==> src/design/prt_pkg.sv <==
// Shared types and constants of the piece rarity tracker.
// No dependencies; every other file of the block imports it.
package prt_pkg;

    localparam int MAX_PIECES_DEF = 1024;
    localparam int MAX_PEERS_DEF  = 16;
    localparam int MAX_TOP_DEF    = 16;

    localparam int CNT_W = 5;
    localparam int LANES = 8;
    localparam int PC_W  = 11;
    localparam int PN_W  = 10;

    localparam logic [CNT_W-1:0] CNT_MAX  = 5'd31;
    localparam logic [PC_W-1:0]  PC_RESET = 11'd1024;

    typedef enum logic [1:0] {
        OP_WRITE  = 2'd0,
        OP_REMOVE = 2'd1,
        OP_QUERY  = 2'd2,
        OP_TOPN   = 2'd3
    } t_op;

    typedef enum logic [2:0] {
        ST_CLEAR,
        ST_IDLE,
        ST_UPDATE,
        ST_QUERY,
        ST_SCAN,
        ST_EMIT
    } t_state;

    typedef logic [LANES*CNT_W-1:0] t_row;

endpackage

==> src/design/prt_scan.sv <==
// Rarest-piece search: folds one row of eight counts per cycle into a running best
// while i_merge is high. Uses prt_pkg for the row type.
module prt_scan #(
    parameter int RAW = 7,
    parameter int UW  = 11
) (
    input  logic               i_clk,
    input  logic               i_rst_n,
    input  logic               i_clear,
    input  logic               i_merge,
    input  logic [RAW-1:0]     i_row,
    input  prt_pkg::t_row      i_data,
    input  logic [UW-1:0]      i_used,
    input  logic               i_first,
    input  logic [prt_pkg::CNT_W-1:0] i_prev_cnt,
    input  logic [RAW+2:0]     i_prev_idx,
    output logic [prt_pkg::CNT_W-1:0] o_best_cnt,
    output logic [RAW+2:0]     o_best_idx
);
    import prt_pkg::*;

    localparam int IW = RAW + 3;

    logic             r_found;
    logic [CNT_W-1:0] r_best_cnt;
    logic [IW-1:0]    r_best_idx;
    logic             n_found;
    logic [CNT_W-1:0] n_best_cnt;
    logic [IW-1:0]    n_best_idx;

    // lanes in ascending index order; strict less keeps the lower index on ties
    always_comb begin
        logic [CNT_W-1:0] c;
        logic [IW-1:0]    idx;
        logic             elig;
        n_found    = r_found;
        n_best_cnt = r_best_cnt;
        n_best_idx = r_best_idx;
        for (int k = 0; k < LANES; k++) begin
            c    = i_data[k*CNT_W +: CNT_W];
            idx  = {i_row, 3'(k)};
            elig = (int'(idx) < int'(i_used)) &&
                   (i_first || (c > i_prev_cnt) || ((c == i_prev_cnt) && (idx > i_prev_idx)));
            if (elig && (!n_found || (c < n_best_cnt))) begin
                n_found    = 1'b1;
                n_best_cnt = c;
                n_best_idx = idx;
            end
        end
    end

    always_ff @(posedge i_clk) begin
        if (!i_rst_n) begin
            r_found <= 1'b0;
        end else if (i_clear) begin
            r_found <= 1'b0;
        end else if (i_merge) begin
            r_found <= n_found;
        end
    end

    always_ff @(posedge i_clk) begin
        if (i_merge && !i_clear) begin
            r_best_cnt <= n_best_cnt;
            r_best_idx <= n_best_idx;
        end
    end

    assign o_best_cnt = r_best_cnt;
    assign o_best_idx = r_best_idx;

endmodule

==> config.mk <==
export PLATFORM = sky130hd
export DESIGN_NAME = prt_scan
export DESIGN_NICKNAME = d
export VERILOG_FILES = /design/src/design/prt_pkg.sv /design/src/design/prt_scan.sv
export SDC_FILE = /design/constraint.sdc
export NUM_CORES = 1
export LEC_CHECK = 0
export BUFFER_PORTS_ARGS = -buffer_cell sky130_fd_sc_hd__buf_2
export CAP_MARGIN = 20
export CORE_UTILIZATION = 45
export CTS_CLUSTER_DIAMETER = 40
export CTS_CLUSTER_SIZE = 30
export DETAILED_ROUTE_END_ITERATION = 8
export PLACE_DENSITY = 0.66
export REMOVE_ABC_BUFFERS = 1
export SLEW_MARGIN = 30
export SYNTH_ARGS = -nofsm -noshare
export SYNTH_HDL_FRONTEND = slang
export SYNTH_SLANG_ARGS = --single-unit
==> constraint.sdc <==
create_clock -name i_clk -period 18.9 [get_ports i_clk]
set_input_delay 2.835 -clock i_clk [delete_from_list [all_inputs] [get_ports i_clk]]
set_output_delay 2.835 -clock i_clk [all_outputs]
set_load 0.01 [all_outputs]
==> results.py <==
metrics = {
    "floorplan": {
        "die_width_um": 99.7,
        "die_h_um": 99.7,
        "fp.dieArea_um2": 9940,
        "design.core.area_um2": 9240,
        "io_pins": 93,
        "num_rows": 35,
        "initial_core_util": 0.465,
    },
    "finish": {
        "area_growth_pct": 15.6,
        "fillCellCount": 907,
        "diodes": 0,
        "fin_nets": 812,
        "drive_gt1_frac": 0.204,
        "fin_cells": 782,
        "final_area_um2": 4960,
    },
    "timing": {
        "finalHoldViolCount": 0,
        "hold_ws_ns": 0.648,
        "clock.fmax_ghz": 0.0562,
        "worstMarginPinSlew_ns": 0.734,
        "min_period_ns": 17.79,
        "relSlewSlack": 0.505,
        "rsz0062_at_grt": "false",
        "final.setup.tns_ns": 0,
        "maxSlewViolCount": 0,
        "finalSetupViolations": 0,
        "finalCritPeriodShare": 0.941,
        "fin_skew_ns": 0.00782,
    },
    "pwr": {
        "intPower_uw": 307,
        "p_seq_frac": 0.103,
        "p_per_area_nw_per_um2": 134,
        "power.share.clock": 0.047,
        "power_switching_uw": 356,
        "p_leak_uw": 0.00237,
        "ir_worst_vdd_mv": 0.0649,
        "swShare": 0.537,
        "comb_power_share": 0.850,
    },
    "routing": {
        "drt_wl_total_mm": 13.6,
        "drc": 0,
        "top_layer": "met4",
        "wl_per_cell_um": 17.4,
        "drt-met1-wl_mm": 5.93,
        "vias_per_cell": 6.11,
        "antenna_left": 0,
        "drt-initial-drc-count": 305,
        "wl_met2_mm": 6.67,
        "routed-via-count": 4776,
        "first_pass_iters": 7,
        "wl_met3_um": 764,
    },
    "global_routing": {
        "grt_max_degree": 13,
        "grt_pass1_wl_mm": 22.3,
        "overflow": 0,
        "grt_antenna_before_repair": 0,
        "grt_pass1_vias": 4735,
        "grt_use_total": 0.279,
    },
    "cts": {
        "htree_levels": 1,
        "clkLatencyLatePin_ns": 0.25,
        "clk_path_buf_depth": 2,
        "hold_buffers": 0,
        "root_buffer": "clkbuf_8",
        "clkTransAtPathRegs_ns": 0.06,
        "clock_sinks": 16,
        "cts_buffers": 3,
        "tritoncts": "done",
    },
    "critical_path": {
        "max_stage_delay_ns": 0.63,
        "reg2regPathDepth": 63,
        "worst_path_max_delay_cell": "a311oi_4",
        "cp-start-kind": "input port",
        "cp.arrival_ns": 17.67,
        "worstPathRequired_ns": 18.78,
        "cp-end-kind": "flip-flop",
        "rr_endpoint": "o_best_idx[0]$_SDFFCE_PP1P_",
        "cpMostUsedCell": "ha_1",
        "worst-setup-path-type": "in -> reg",
        "path_max_fanout": 11,
        "ff2ff_setup_slack_ns": 3.86,
        "timing.rr.start": "o_best_cnt[2]$_DFFE_PP_",
    },
    "placed_design": {
        "dp_hpwl_mm": 11.6,
        "portBuffers": 92,
        "placed_cells": 778,
        "place_area_um2": 4890,
        "place_congestion": 0.991,
    },
    "run_status": {
        "status": "finished, final reports clean",
    },
    "synth": {
        "netlist_area_um2": 4290,
        "netlist-cell-type-count": 77,
        "syn_area_per_cell_um2": 7.65,
        "yosys_warnings": 0,
        "synth_seq_cells": 16,
        "synthFlopType": "edfxtp_1",
        "ys_async_sr_fraction": 0,
        "yosysSeqAreaShare": 0.110,
        "synth_cells": 561,
        "synth_edf_count": 15,
    },
    "worst_hold_path": {
        "hold_path_depth": 2,
        "hold_end": "r_found$_SDFFE_PP0P_",
        "min_from": "r_found$_SDFFE_PP0P_",
        "hp-class": "reg -> reg",
    },
    "run": {
        "maxCapViolCount": 0,
    },
}
cells in the final DEF (no fill, tap or decap), types with 3 or more instances in the layout:
cell type / n
buf_2: 92
ha_1: 80
inv_1: 54
nand2_1: 46
nor2_1: 40
a21oi_1: 38
o21ai_0: 31
nand3_1: 25
nor3_1: 17
edfxtp_1: 15
a21o_1: 14
nor2b_1: 9
and2_1: 9
o31ai_1: 8
mux2i_1: 8
nand4_1: 7
a211oi_1: 7
or3_1: 7
o21a_1: 7
a31oi_1: 7
and3_1: 6
a211o_1: 6
a2111oi_0: 6
nand2b_1: 6
or2_2: 5
o221ai_1: 5
o21ai_1: 5
a221oi_1: 5
o211ai_1: 4
nor3b_1: 4
a221o_1: 4
a311oi_1: 4
a21oi_2: 4
a21boi_0: 4
o22ai_1: 4
clkbuf_8: 4
nor4_1: 3
layout make-up:
| class | instances | area, um2 | share of cell area |
|---|---|---|---|
| multi-input cells | 486 | 3610 | 0.727 |
| repair buffers | 93 | 468 | 0.0943 |
| inverters | 54 | 203 | 0.0408 |
| flip-flops and latches | 16 | 470 | 0.0948 |
| clock buffers | 4 | 55.1 | 0.0111 |
| well taps | 129 | 161 | 0.0325 |
per-layer routing:
layer,track usage,up-vias
met1,0.349,2212
li1,-,2358
met4,0.0758,0
met2,0.506,188
met5,0,-
met3,0.0295,18
timing repair:
action,4_1_cts,5_1_grt
hold endpoints to repair,0,0
gates resized for setup,0,3
setup endpoints to repair,0,10
buffers inserted,0,0
worst max-delay path, delay by kind of cell:
family	cells	cell delay [ns]
compound gates	33	8.59
fa+ha+maj	8	2.34
simple gates	14	2.14
buf+inv	5	0.63
mux	4	1.11
synthesized netlist by cell type (5+ instances only):
| library cell | instances | area [um2] |
|---|---|---|
| a2111oi_0 | 6 | 52.6 |
| a211o_1 | 6 | 52.6 |
| a211oi_1 | 7 | 52.6 |
| a21o_1 | 14 | 105 |
| a21oi_1 | 39 | 195 |
| a221oi_1 | 5 | 43.8 |
| a31oi_1 | 7 | 43.8 |
| and2_1 | 9 | 56.3 |
| and3_1 | 6 | 37.5 |
| edfxtp_1 | 15 | 450 |
| ha_1 | 80 | 1000 |
| inv_1 | 54 | 203 |
| mux2i_1 | 8 | 80.1 |
| nand2_1 | 46 | 173 |
| nand2b_1 | 6 | 37.5 |
| nand3_1 | 25 | 125 |
| nand4_1 | 7 | 43.8 |
| nor2_1 | 40 | 150 |
| nor2b_1 | 9 | 56.3 |
| nor3_1 | 17 | 85.1 |
| o21a_1 | 7 | 52.6 |
| o21ai_0 | 31 | 155 |
| o21ai_1 | 5 | 25.0 |
| o221ai_1 | 5 | 43.8 |
| o31ai_1 | 9 | 67.6 |
| or2_2 | 5 | 31.3 |
| or3_1 | 7 | 43.8 |
state kept, by name, summed over array words and instances, names as in the netlist:
register and count:
o_best_cnt 5, o_best_idx 10, r_found 1
metrics by stage:
step           total power, uW  setup WS [ns]  utilization
4_1_cts                    648          0.802        0.535
5_1_grt                    728         0.0588        0.537
6_report                   663           1.11        0.537
2_1_floorplan              479           2.84            -
3_3_place_gp               603           1.14        0.529
3_5_place_dp               615          0.566        0.529
power groups by stage:
| stage | clock network, uW | registers [uW] | logic [uW] |
|---|---|---|---|
| after floorplan | 0 | 69.5 | 409 |
| after global placement | 0 | 68.5 | 534 |
| after detailed placement | 0 | 68.7 | 546 |
| after CTS | 31.0 | 67.9 | 549 |
| after global routing | 33.0 | 68.8 | 626 |
| final | 30.9 | 68.6 | 564 |
cell families after synthesis:
family | count (synthesis) | share of synthesized area
AOI/OAI and AO/OA | 192 | 0.323
DFF | 16 | 0.110
and+or+nand+nor | 198 | 0.238
buffers and inverters | 59 | 0.0551
muxes | 14 | 0.0361
adders and majority gates | 82 | 0.238
worst max path at each step:
stage	start	end	slack, ns	depth (start not counted)
2_1_floorplan	i_used[8]	o_best_idx[0]$_SDFFCE_PP1P_	2.84	61
3_3_place_gp	i_row[6]	o_best_idx[5]$_DFFE_PP_	1.14	63
3_5_place_dp	i_row[6]	o_best_idx[4]$_DFFE_PP_	0.57	63
4_1_cts	i_row[6]	o_best_idx[2]$_SDFFCE_PP1P_	0.80	63
5_1_grt	i_prev_cnt[2]	o_best_idx[0]$_SDFFCE_PP1P_	0.06	64
6_report	i_prev_cnt[2]	o_best_idx[0]$_SDFFCE_PP1P_	1.11	64
No activity file was read; power rests on OpenSTA's default activity.
